$ cat src/sv/ptc_fifo.sv
// Short queue that decouples the hashing front end from the table back end.
// Stands alone apart from its parameters.
`default_nettype none
module ptc_fifo #(
  parameter int WIDTH = 8,
  parameter int DEPTH = 2
) (
  input  wire logic             clk_i,
  input  wire logic             rst_ni,
  input  wire logic             push_i,
  output logic                  full_o,
  input  wire logic [WIDTH-1:0] wdata_i,
  input  wire logic             pop_i,
  output logic                  valid_o,
  output logic      [WIDTH-1:0] rdata_o
);

  localparam int PTR_W = (DEPTH > 1) ? $clog2(DEPTH) : 1;
  localparam int CNT_W = $clog2(DEPTH + 1);

  logic [WIDTH-1:0] buf_q [DEPTH];
  logic [PTR_W-1:0] wr_q, rd_q;
  logic [CNT_W-1:0] cnt_q;
  logic             do_push, do_pop;

  assign full_o  = (cnt_q == CNT_W'(DEPTH));
  assign valid_o = (cnt_q != '0);
  assign do_push = push_i && !full_o;
  assign do_pop  = pop_i && valid_o;
  assign rdata_o = buf_q[rd_q];

  always_ff @(posedge clk_i or negedge rst_ni) begin
    if (!rst_ni) begin
      wr_q  <= '0;
      rd_q  <= '0;
      cnt_q <= '0;
    end else begin
      if (do_push) begin
        wr_q <= (wr_q == PTR_W'(DEPTH - 1)) ? '0 : wr_q + PTR_W'(1);
      end
      if (do_pop) begin
        rd_q <= (rd_q == PTR_W'(DEPTH - 1)) ? '0 : rd_q + PTR_W'(1);
      end
      cnt_q <= cnt_q + CNT_W'(do_push) - CNT_W'(do_pop);
    end
  end

  always_ff @(posedge clk_i) begin
    if (do_push) begin
      buf_q[wr_q] <= wdata_i;
    end
  end

endmodule
`default_nettype wire

$ cat config.mk
export PLATFORM = sky130hd
export DESIGN_NAME = ptc_fifo
export DESIGN_NICKNAME = d
export VERILOG_FILES = /design/src/sv/ptc_fifo.sv
export SDC_FILE = /design/constraint.sdc
export NUM_CORES = 1
export LEC_CHECK = 0
export BUFFER_PORTS_ARGS = -buffer_cell sky130_fd_sc_hd__buf_2
export CAP_MARGIN = 20
export CELL_PAD_IN_SITES_DETAIL_PLACEMENT = 0
export CELL_PAD_IN_SITES_GLOBAL_PLACEMENT = 1
export CORE_UTILIZATION = 40
export DETAILED_ROUTE_END_ITERATION = 6
export PLACE_DENSITY_LB_ADDON = 0.08
export SYNTH_ARGS = -nofsm -noshare
export SYNTH_HDL_FRONTEND = slang
export SYNTH_SLANG_ARGS = --single-unit
$ cat constraint.sdc
create_clock -name clk_i -period 2.27 [get_ports clk_i]
set_input_delay 0.5675 -clock clk_i [delete_from_list [all_inputs] [get_ports clk_i]]
set_output_delay 0.5675 -clock clk_i [all_outputs]
set_load 0.05 [all_outputs]
==> results.sh <==
export IMPL_fin_crit_sh=0.885
export IMPL_max_cap_violations=0
export IMPL_chipWidth_um=46.2
export IMPL_tns_ns=0
export IMPL_synthesis_nets=57
export IMPL_die_height_um=46.2
export IMPL_outcome="completed"
export IMPL_cts_hold_buffers=0
export IMPL_worst_endpoint_required_ns=1.70
export IMPL_synth_seq_cells=20
export IMPL_layer_with_the_highest_usage="met2"
export IMPL_via_count_of_the_first_global_routing_pass=345
export IMPL_routed_wire_length_per_instance_um=10.9
export IMPL_crit_end="rdata_o[4]"
export IMPL_critPathCaptureType="primary output"
export IMPL_critPathSlowestCell="dfrtp_1"
export IMPL_cts_buffers_inserted=3
export IMPL_critical_path_max_stage_delay_ns=0.57
export IMPL_ir_drop_mv=0.634
export IMPL_global_route_overflow_total=0
export IMPL_timing_critical_path_max_delay_family="flip-flops"
export IMPL_ratio_of_cells_with_drive_above_1_in_the_final_layout=0.515
export IMPL_reg2reg_to="cnt_q[1]$_DFF_PN0_"
export IMPL_leakage_power_figure_uw=0.000390
export IMPL_grt_start_max_net_pins=12
export IMPL_netlist_area_sq_um=781
export IMPL_numPortBuffers=21
export IMPL_critPathArrivalTime_ns=1.44
export IMPL_detail_route_iter0_violations=5
export IMPL_worstSetupPathType="flop to primary output"
export IMPL_grtUsageMet1=0.124
export IMPL_post_route_drc_count=0
export IMPL_maxClockFrequency_mhz=498
export IMPL_critPathLaunchType="flop"
export IMPL_grt_first_pass_wirelength_um=1440
export IMPL_antenna_found_initial=0
export IMPL_initial_core_util=0.438
export IMPL_fp_coreArea_sq_um=1780
export IMPL_finalWirelength_um=1010
export IMPL_critical_path_peak_fanout=9
export IMPL_worst_r2r_startpoint="cnt_q[1]$_DFF_PN0_"
export IMPL_placedInstanceArea_sq_um=920
export IMPL_worst_pin_slew_ns=0.404
export IMPL_post_synth_num_cell_types=14
export IMPL_met3_usage=0.0353
export IMPL_num_nets_final=83
export IMPL_cts_tree="done"
export IMPL_synthCells=43
export IMPL_cts_repair_resize_count=0
export IMPL_drt_first_pass_iters=3
export IMPL_ios=22
export IMPL_antennaDiodeCount=0
export IMPL_gr_usage_met2=0.161
export IMPL_detailed_place_hpwl_um=745
export IMPL_power_density_nw_per_um2=1460
export IMPL_cp_buffers_inverters=1
export IMPL_number_of_setup_violations_in_the_final_report=0
export IMPL_placed_cells_incl_taps=89
export IMPL_setup_repair_after_global_routing_missed_its_margin="false"
export IMPL_worstSetupPathDepth=2
export IMPL_worst_r2r_cell_count=7
export IMPL_setup_reg_to_reg_worst_slack_ns=0.60
export IMPL_overall_die_area_sq_um=2130
export IMPL_final_max_slew_viol_count=0
export IMPL_cts_sinks=20
export IMPL_final_design_area_no_fill_sq_um=946
export IMPL_globalRouteTotalUtil=0.105
export IMPL_fin_skew_ns=0.00245
export IMPL_cts_post_setup_buffers_inserted=0
export IMPL_clock_latency_ns=0.29
export IMPL_std_cell_rows=15
export IMPL_slew_headroom=0.731
export IMPL_syn_avg_cell_area_sq_um=18.2
export IMPL_synth_yosys_seq_area_share=0.744
export IMPL_hold_class="primary input to async pin"
export IMPL_cp_cell_sequence="mux2_2 -> buf_2"
export IMPL_viasPerCell=4.53
export IMPL_cts_clk_slew_worst_paths_ns=0.10
export IMPL_finalHoldViolations=0
export IMPL_clock_tree_root_cell="clkbuf_4"
export IMPL_via_count=421
export IMPL_route_antenna_remaining_nets=0
export IMPL_area_growth_synth_to_final_pct=21.2
export IMPL_max_clock_path_buffers=2
export IMPL_final_instance_count_excl_fill=93
export IMPL_gp_congestion=0.660
export IMPL_crit_path_start="rd_q$_DFFE_PN0P_"
export IMPL_synth_warning_count=0
export IMPL_finalWorstPathRequiredPeriod_ns=2.01
export IMPL_cts_htree_levels=1
## cells by family (layout without fill, tap and decap cells)
group / Yosys count / in the layout / share of synthesized area
flip-flops: 20 / 20 / 0.744
multiplexers: 8 / 8 / 0.115
AND/OR/NAND/NOR: 6 / 6 / 0.0481
XOR/XNOR: 4 / 4 / 0.0449
buffers and inverters: 3 / 28 / 0.0160
adder cells (fa/ha/maj): 2 / 2 / 0.0320
## cell type report
| class | instances | area (sq um) |
|---|---|---|
| fill | 157 | 837 |
| sequential | 20 | 581 |
| multi-input combinational | 20 | 188 |
| timing repair buffer | 22 | 113 |
| tap | 25 | 31.3 |
| clock buffer | 3 | 22.5 |
| inverter | 2 | 7.51 |
| clock inverter | 1 | 3.75 |
## report_power, final
group	total, uW	internal (uW)	switching [uW]
sequential	575	513	62.6
clock	164	63.9	100
combinational	646	215	430
## worst min-delay path by stage
stage / start / to / slack (ns)
6_report: rst_ni / cnt_q[0]$_DFF_PN0_ / 0.06
5_1_grt: rst_ni / cnt_q[0]$_DFF_PN0_ / 0.05
4_1_cts: rst_ni / cnt_q[0]$_DFF_PN0_ / 0.06
3_5_place_dp: rst_ni / cnt_q[1]$_DFF_PN0_ / 0.38
3_3_place_gp: rst_ni / cnt_q[1]$_DFF_PN0_ / 0.38
2_1_floorplan: rst_ni / cnt_q[0]$_DFF_PN0_ / 0.27
## registers in the layout (all words and copies together) (netlist names)
name / cells
rd_q: 1
wr_q: 1
buf_q: 16
cnt_q: 2
## synthesized netlist by cell type
master	count	area (sq um)
mux2_2	8	90.1
or2_4	1	8.76
inv_1	2	7.51
edfxtp_1	16	480
nor2_1	1	3.75
and3_1	1	6.26
nand2b_1	1	6.26
and2_4	1	8.76
buf_2	1	5.00
ha_1	2	25.0
dfrtp_1	4	100
nand2_1	1	3.75
xor2_1	1	8.76
xnor2_1	3	26.3
## layout by cell type (no fill, tap or decap), drive strengths merged
cell type / n
xnor2: 3
buf: 22
edfxtp: 16
ha: 2
or2: 1
clkbuf: 3
and2: 1
clkinv: 1
nand2b: 1
dfrtp: 4
nor2: 1
and3: 1
xor2: 1
nand2: 1
inv: 2
mux2: 8
## stage by stage
step	worst slack, ns	hold WS (ns)	util	power (uW)
floorplan	0.548	0.272	-	1110
CTS	0.226	0.0588	0.531	1400
global route	0.174	0.0496	0.531	1460
detailed placement	0.564	0.381	0.516	1240
global placement	0.565	0.382	0.516	1240
finish	0.260	0.0624	0.531	1380
## metal layers
layer / wire [um] / part of all wire / vias up
li1: - / - / 204
met1: 483 / 0.48 / 206
met2: 494 / 0.49 / 9
met3: 22 / 0.022 / 2
met4: 10 / 0.0099 / 0
met5: 0 / 0 / -
No activity file was read; power rests on OpenSTA's default activity.
