File: src/sv/ptc_pkg.sv
// Shared types, constants and helper functions of the per-name traffic counter table.
// Used by ptc_front, ptc_back, the top level and the testbench; depends on nothing else.
`default_nettype none
package ptc_pkg;

  localparam int NAME_BYTES = 16;
  localparam int READ_IDX_W = 10;
  localparam int LEN_W      = 31;
  localparam int STATUS_W   = 3;

  localparam logic [31:0] HASH_INIT = 32'hDEADBEEF;
  localparam logic [31:0] HASH_MULT = 32'h61C88647;

  localparam logic [STATUS_W-1:0] STAT_UPDATED  = 3'd0;
  localparam logic [STATUS_W-1:0] STAT_INSERTED = 3'd1;
  localparam logic [STATUS_W-1:0] STAT_DROPPED  = 3'd2;
  localparam logic [STATUS_W-1:0] STAT_READ_OK  = 3'd3;
  localparam logic [STATUS_W-1:0] STAT_READ_NONE = 3'd4;

  // One request as it travels from the front end to the back end.
  typedef struct packed {
    logic                  action;
    logic [63:0]           name_high;
    logic [63:0]           name_low;
    logic                  is_send;
    logic [LEN_W-1:0]      byte_length;
    logic [31:0]           user_id;
    logic [READ_IDX_W-1:0] read_index;
  } ptc_item_t;

  // One table row; the lowest field sits in the lowest bits.
  typedef struct packed {
    logic [63:0] sent_total;
    logic [63:0] received_total;
    logic [31:0] user_id;
    logic [63:0] name_high;
    logic [63:0] name_low;
  } ptc_row_t;

  function automatic logic [31:0] rotl(input logic [31:0] x, input int r);
    return (x << r) | (x >> (32 - r));
  endfunction

endpackage
`default_nettype wire

File: src/sv/ptc_front.sv
// Front end: takes a beat, trims the name at its first zero byte and, for an account
// beat, hashes it to a bucket one mixing step per cycle. Depends on ptc_pkg.
`default_nettype none
module ptc_front import ptc_pkg::*; #(
  parameter int HASH_BITS = 8
) (
  input  wire logic                 clk_i,
  input  wire logic                 rst_ni,
  input  wire logic                 en_i,
  input  wire logic                 in_valid_i,
  output logic                      in_ready_o,
  input  wire ptc_item_t            in_item_i,
  output logic                      push_o,
  output ptc_item_t                 push_item_o,
  output logic [HASH_BITS-1:0]      push_bucket_o,
  input  wire logic                 push_ready_i
);

  localparam logic [3:0] S_M0 = 4'd0, S_M1 = 4'd1, S_M2 = 4'd2, S_M3 = 4'd3;
  localparam logic [3:0] S_M4 = 4'd4, S_M5 = 4'd5, S_W3 = 4'd6, S_F0 = 4'd7;
  localparam logic [3:0] S_F1 = 4'd8, S_F2 = 4'd9, S_F3 = 4'd10, S_F4 = 4'd11;
  localparam logic [3:0] S_F5 = 4'd12, S_F6 = 4'd13, S_MUL = 4'd14, S_PUSH = 4'd15;

  logic        busy_q, busy_d;
  logic [3:0]  step_q, step_d;
  ptc_item_t   item_q;
  logic [31:0] a_q, b_q, c_q, a_d, b_d, c_d;
  logic [127:0] raw, norm;
  logic [4:0]  nlen;
  logic        found;
  logic [31:0] seed;
  logic        accept;
  ptc_item_t   item_n;

  assign in_ready_o = en_i && !busy_q;
  assign accept     = in_valid_i && in_ready_o;

  // The name ends at its first zero byte; everything after it reads as zero.
  always_comb begin
    raw   = {in_item_i.name_high, in_item_i.name_low};
    nlen  = 5'd16;
    found = 1'b0;
    for (int i = 0; i < NAME_BYTES; i++) begin
      if (!found && raw[i*8 +: 8] == 8'h00) begin
        nlen  = 5'(i);
        found = 1'b1;
      end
    end
    for (int i = 0; i < NAME_BYTES; i++) begin
      norm[i*8 +: 8] = (5'(i) < nlen) ? raw[i*8 +: 8] : 8'h00;
    end
    seed             = HASH_INIT + 32'(nlen);
    item_n           = in_item_i;
    item_n.name_low  = norm[63:0];
    item_n.name_high = norm[127:64];
  end

  always_comb begin
    a_d    = a_q;
    b_d    = b_q;
    c_d    = c_q;
    step_d = step_q + 4'd1;
    busy_d = busy_q;
    case (step_q)
      S_M0: begin a_d = (a_q - c_q) ^ rotl(c_q, 4);  c_d = c_q + b_q; end
      S_M1: begin b_d = (b_q - a_q) ^ rotl(a_q, 6);  a_d = a_q + c_q; end
      S_M2: begin c_d = (c_q - b_q) ^ rotl(b_q, 8);  b_d = b_q + a_q; end
      S_M3: begin a_d = (a_q - c_q) ^ rotl(c_q, 16); c_d = c_q + b_q; end
      S_M4: begin b_d = (b_q - a_q) ^ rotl(a_q, 19); a_d = a_q + c_q; end
      S_M5: begin c_d = (c_q - b_q) ^ rotl(b_q, 4);  b_d = b_q + a_q; end
      S_W3: a_d = a_q + item_q.name_high[63:32];
      S_F0: c_d = (c_q ^ b_q) - rotl(b_q, 14);
      S_F1: a_d = (a_q ^ c_q) - rotl(c_q, 11);
      S_F2: b_d = (b_q ^ a_q) - rotl(a_q, 25);
      S_F3: c_d = (c_q ^ b_q) - rotl(b_q, 16);
      S_F4: a_d = (a_q ^ c_q) - rotl(c_q, 4);
      S_F5: b_d = (b_q ^ a_q) - rotl(a_q, 14);
      S_F6: c_d = (c_q ^ b_q) - rotl(b_q, 24);
      S_MUL: c_d = c_q * HASH_MULT;
      S_PUSH: begin
        step_d = S_PUSH;
        if (push_ready_i) begin
          busy_d = 1'b0;
        end
      end
      default: step_d = S_PUSH;
    endcase
    if (accept) begin
      busy_d = 1'b1;
      a_d    = seed + ((nlen != 5'd0) ? norm[31:0]  : 32'd0);
      b_d    = seed + ((nlen != 5'd0) ? norm[63:32] : 32'd0);
      c_d    = seed + ((nlen != 5'd0) ? norm[95:64] : 32'd0);
      if (in_item_i.action) begin
        step_d = S_PUSH;
      end else if (nlen > 5'd12) begin
        step_d = S_M0;
      end else if (nlen != 5'd0) begin
        step_d = S_F0;
      end else begin
        step_d = S_MUL;
      end
    end
  end

  always_ff @(posedge clk_i or negedge rst_ni) begin
    if (!rst_ni) begin
      busy_q <= 1'b0;
      step_q <= S_PUSH;
    end else begin
      busy_q <= busy_d;
      if (busy_q || accept) begin
        step_q <= step_d;
      end
    end
  end

  always_ff @(posedge clk_i) begin
    a_q <= a_d;
    b_q <= b_d;
    c_q <= c_d;
    if (accept) begin
      item_q <= item_n;
    end
  end

  assign push_o        = busy_q && (step_q == S_PUSH);
  assign push_item_o   = item_q;
  assign push_bucket_o = c_q[31 -: HASH_BITS];

endmodule
`default_nettype wire

File: config.mk
export PLATFORM = sky130hd
export DESIGN_NAME = ptc_front
export DESIGN_NICKNAME = d
export VERILOG_FILES = /design/src/sv/ptc_pkg.sv /design/src/sv/ptc_front.sv
export SDC_FILE = /design/constraint.sdc
export NUM_CORES = 2
export LEC_CHECK = 0
export ABC_AREA = 1
export BUFFER_PORTS_ARGS = -buffer_cell sky130_fd_sc_hd__buf_2
export CORE_ASPECT_RATIO = 1.75
export CORE_MARGIN = 2
export CORE_UTILIZATION = 60
export DETAILED_ROUTE_END_ITERATION = 8
export PLACE_DENSITY = 0.82
export SLEW_MARGIN = 20
export SYNTH_ARGS = -nofsm -noshare
export SYNTH_HDL_FRONTEND = slang
export SYNTH_SLANG_ARGS = --single-unit
File: constraint.sdc
create_clock -name clk_i -period 9.8 [get_ports clk_i]
set_input_delay 0.49 -clock clk_i [delete_from_list [all_inputs] [get_ports clk_i]]
set_output_delay 0.49 -clock clk_i [all_outputs]
set_load 0.1 [all_outputs]
==> results of run 1 <==
## synthesized netlist by cell type, types with 10 or more instances
library cell     n
inv_2           22
nand3_1        295
o221ai_1        19
a21boi_0        14
inv_1         1072
a41oi_1         12
edfxtp_1       299
nand2_1       1181
nand2_2         10
nor2_1         555
o21bai_1        31
o21ai_1         16
o2111ai_1       10
or2_2           65
nor2_4          13
o21a_1          25
nor4_1          19
o21ai_0        560
a31oi_1         51
xor2_1         180
fa_1           149
nor3_1          90
clkbuf_1       119
ha_1           479
a21o_1          45
o22ai_1         44
xnor2_1         52
nand4_1         45
o211ai_1        18
a21oi_1        607
## per-stage QoR
step           cells  hold slack (ns)  util (%)  setup slack (ns)
3_5_place_dp    7483            0.322      65.1              2.26
4_1_cts         7547           0.0413      66.9              2.20
2_1_floorplan   6225            0.194         -             0.615
3_3_place_gp    7483            0.316      65.1              2.56
## per-layer routing
metal	global-route usage, %	GRT overflow
met2	92.3	254
met4	67.9	152
met5	15.8	0
met3	52.3	3
met1	72.4	1
## logic make-up after synthesis
family	count (synthesis)
and+or+nand+nor	2312
AOI/OAI and AO/OA	1496
buffers and inverters	1244
adders and majority gates	628
DFF	304
xor gates and xnor gates	232
other	1
## what timing repair did
item,4_1_cts
hold endpoints to repair,5
hold buffers,1
setup buffers,0
==> metrics.yaml, run 1 <==
grt_max_degree: 96
gr-total-overflow: 410
synthArstFlopShare_pct: 1.64
htreeDepth: 2
yosysTopAreaCell: "edfxtp_1"
ys_ff_latch: 304
synth_compound_area_share_pct: 19.2
clock_sink_count: 304
row_count: 129
syn_area_mm2: 0.0430
hpwl_um: 174000
dpl-instance-area_mm2: 0.0462
firstError: "[ERROR GRT-0116] Global routing finished with congestion. Check the congestion regions in the DRC Viewer."
synth_xor_area_share_pct: 4.73
yosys_warnings: 0
grt_pass1_wl_um: 390000
portBuffers: 420
io_pins: 421
synth_top_family_by_area: "simple AND/OR/NAND/NOR gates"
cts_buffers: 35
synth_flop_cell: "edfxtp_1"
ys_types: 66
seq_area_frac_synth_pct: 21.2
synth_top_area_share_pct: 20.9
stop_stage: "5_1_grt"
synthCells: 6217
grt_usage_pct: 71.6
cts.path.max_buffers: 3
die_x_um: 206
synth.avg_cell_area_um2: 6.91
cts_root_buffer: "clkbuf_16"
grt_pass1_vias: 53600
synth_mux_area_share_pct: 0
place_congestion: 1.16
post_cts_resized: 0
die_height_um: 358
initial_core_util_pct: 60.6
yosys-top-cells-area: "edfxtp_1 (21%), ha_1 (14%), nand2_1 (10%), inv_1 (9.4%), a21oi_1 (7.1%)"
synthAdderAreaFrac_pct: 20.9
synth-simple-area-share_pct: 22.9
synth_edf_count: 299
status: "aborted with a tool error"
==> run 2: changes to the inputs <==
Settings changed: CORE_ASPECT_RATIO 1.75 to unset, CORE_UTILIZATION 60 to 40, PLACE_DENSITY 0.82 to unset, PLACE_DENSITY_LB_ADDON set to 0.15.
==> run 2 against run 1 <==
Against the previous run:
- the flow now finishes without violations
- area after synthesis unchanged
- synthesized cell count unchanged
==> metrics.yaml, run 2 <==
hold_violations: 0
cts_setup_buffers: 0  # unchanged
clk-insertion-delay-late_ns: 0.64
synthArstFlopShare_pct: 1.64  # unchanged
die_area_mm2: 0.110
hold_end: "push_item_o[24]"
drt-total-wl_um: 210000
whs_ns: 0.0497
slew_headroom_pct: 19.5
clk_pin_slew_ns: 0.06
grt_usage_pct: 37.0
cts_buffers: 43  # +23%
syn_area_mm2: 0.0430  # unchanged
slowest_delay_ns: 0.80
post-route-util_pct: 45.3
drv_cap: 0
clock_sink_count: 304  # unchanged
cts_root_buffer: "clkbuf_16"
yosys_warnings: 0  # unchanged
grt_pass1_wl_um: 299000
fmax_mhz: 137
die_height_um: 332  # -7.3%
status: "completed"
crit_path_end_kind: "flip-flop"
ys_types: 66  # unchanged
grt_max_degree: 89
htreeDepth: 2  # unchanged
wire_per_inst_um: 26.0
antenna_left: 0
first_pass_iters: 6
crit_top_cell: "inv_1"
synthTopCellsByCount: "nand2_1 (1181), inv_1 (1072), a21oi_1 (607)"
min_path_type: "input pin to flip-flop"
gr-total-overflow: 0
critPathLaunchType: "flip-flop"
path_class: "flip-flop to flip-flop"
synth_edf_count: 299  # unchanged
synthCells: 6217  # unchanged
period_needed_ns: 7.31
final_common_cell: "nand2_1"
largest_reg_flops: 203
initial_core_util_pct: 40.2  # -20 points
min_path_cells: 1
antenna_found_initial: 15
dp_slack_ns: 2.12  # -0.136 ns
fin_skew_ns: 0.0477
rr_worst_depth: 27
die_x_um: 332  # +61%
grt_pass1_vias: 43800
row_count: 120  # -7.0%
worstReg2RegStart: "c_q[0]"
nets: 7471
cp_slowest_cell: "o21ai_0"
rsz0062_at_grt: "false"
place_congestion: 1.06  # -8.4%
hp-start: "in_item_i[24]"
path_max_fanout: 8
tritoncts: "built"
io_pins: 421  # unchanged
period_share_pct: 74.6
yosys-top-cells-area: "edfxtp_1 (21%), ha_1 (14%), nand2_1 (10%), inv_1 (9.4%), a21oi_1 (7.1%)"
worstMarginPinSlew_ns: 1.21
setup_slack_ns: 2.49
seq_area_frac_synth_pct: 21.2  # unchanged
final_layout_size_suffix_gt1_share_pct: 10.7
synth.avg_cell_area_um2: 6.91  # unchanged
synth_flop_cell: "edfxtp_1"
area_growth_pct: 12.5
portBuffers: 420  # unchanged
rrSetupSlack_ns: 2.49
dr.first_iter.drc_count: 5458
fin_tns_setup_ns: 0
hpwl_um: 174000  # -0.41%
drc: 0
core_mm2: 0.107
worstPathRequired_ns: 10.12
slew_viol_final: 0
fill_cells: 11200
finalSetupViolCount: 0
synth_top_area_share_pct: 20.9  # unchanged
crit_arrival_ns: 7.63
vias: 46200
ys_ff_latch: 304  # unchanged
yosysTopAreaCell: "edfxtp_1"
cts.path.max_buffers: 3  # unchanged
synth_most_common_cell: "nand2_1"
via_per_inst: 5.73
layout_common_cells: "nand2_1 (1180), inv_1 (1072), a21oi_1 (607)"
reg2reg_to: "c_q[28]"
run 2: routing by layer:
layer / up-vias / routed length, µm / track usage [%]
li1: 21500 / - / -
met4: 6 / 12000 / 17.9
met2: 2487 / 89700 / 56.9
met3: 468 / 22100 / 7.92
met1: 21800 / 86500 / 49.3
met5: - / 37 / 0
run 2: timing repair:
action	CTS	global route
gates resized for setup	0	0
hold buffers	1	0
hold endpoints to repair	5	0
run 2: area by class of cell:
cell class	instances	area, µm²	share of cell area, %
Inverter	1104	4150	8.59
Tap cell	1403	1760	3.63
Antenna cell	3	7.51	0.0155
Clock buffer	51	1120	2.31
Clock inverter	26	284	0.587
Timing Repair Buffer	505	2740	5.67
Multi-Input combinational cell	4677	29200	60.4
Sequential cell	304	9110	18.8
run 2: per-stage QoR:
step,cell area (µm²),std cells
2_1_floorplan,43000,6225
3_3_place_gp,46900,7992
3_5_place_dp,46900,7992
4_1_cts,48300,8070
5_1_grt,48300,8071
6_report,48300,8073
run 2: critical path: cells and delay by family, from the launching register on:
kind / cells / cell delay [ns]
adder cells (fa/ha/maj): 9 / 3.97
AND/OR/NAND/NOR: 8 / 0.85
flip-flops: 1 / 0.52
buffers and inverters: 8 / 0.67
AO/OA/AOI/OAI: 2 / 0.97
run 2: worst max-delay path by stage:
stage,from,to,slack [ns]
global route,in_item_i[85],c_q[17],2.26
CTS,c_q[0],c_q[28],2.66
global placement,in_item_i[85],c_q[17],2.29
detailed placement,in_item_i[79],c_q[17],2.12
finish,c_q[0],c_q[28],2.49
floorplan,en_i,b_q[3],0.61
run 2: cell families (layout without fill, tap and decap cells):
kind of cell | count (synthesis) | in the layout | synth area share (%)
fa+ha+maj | 628 | 628 | 20.9
buf+inv | 1244 | 1686 | 11.0
simple gates | 2312 | 2312 | 22.9
flops | 304 | 304 | 21.2
other cells | 1 | 12 | 0.00873
xor+xnor | 232 | 232 | 4.73
compound gates | 1496 | 1496 | 19.2
Power of run 2 is left out: the tool's default activity adds up to more than one toggle a clock period on the data nets, which glitch-free logic cannot reach.
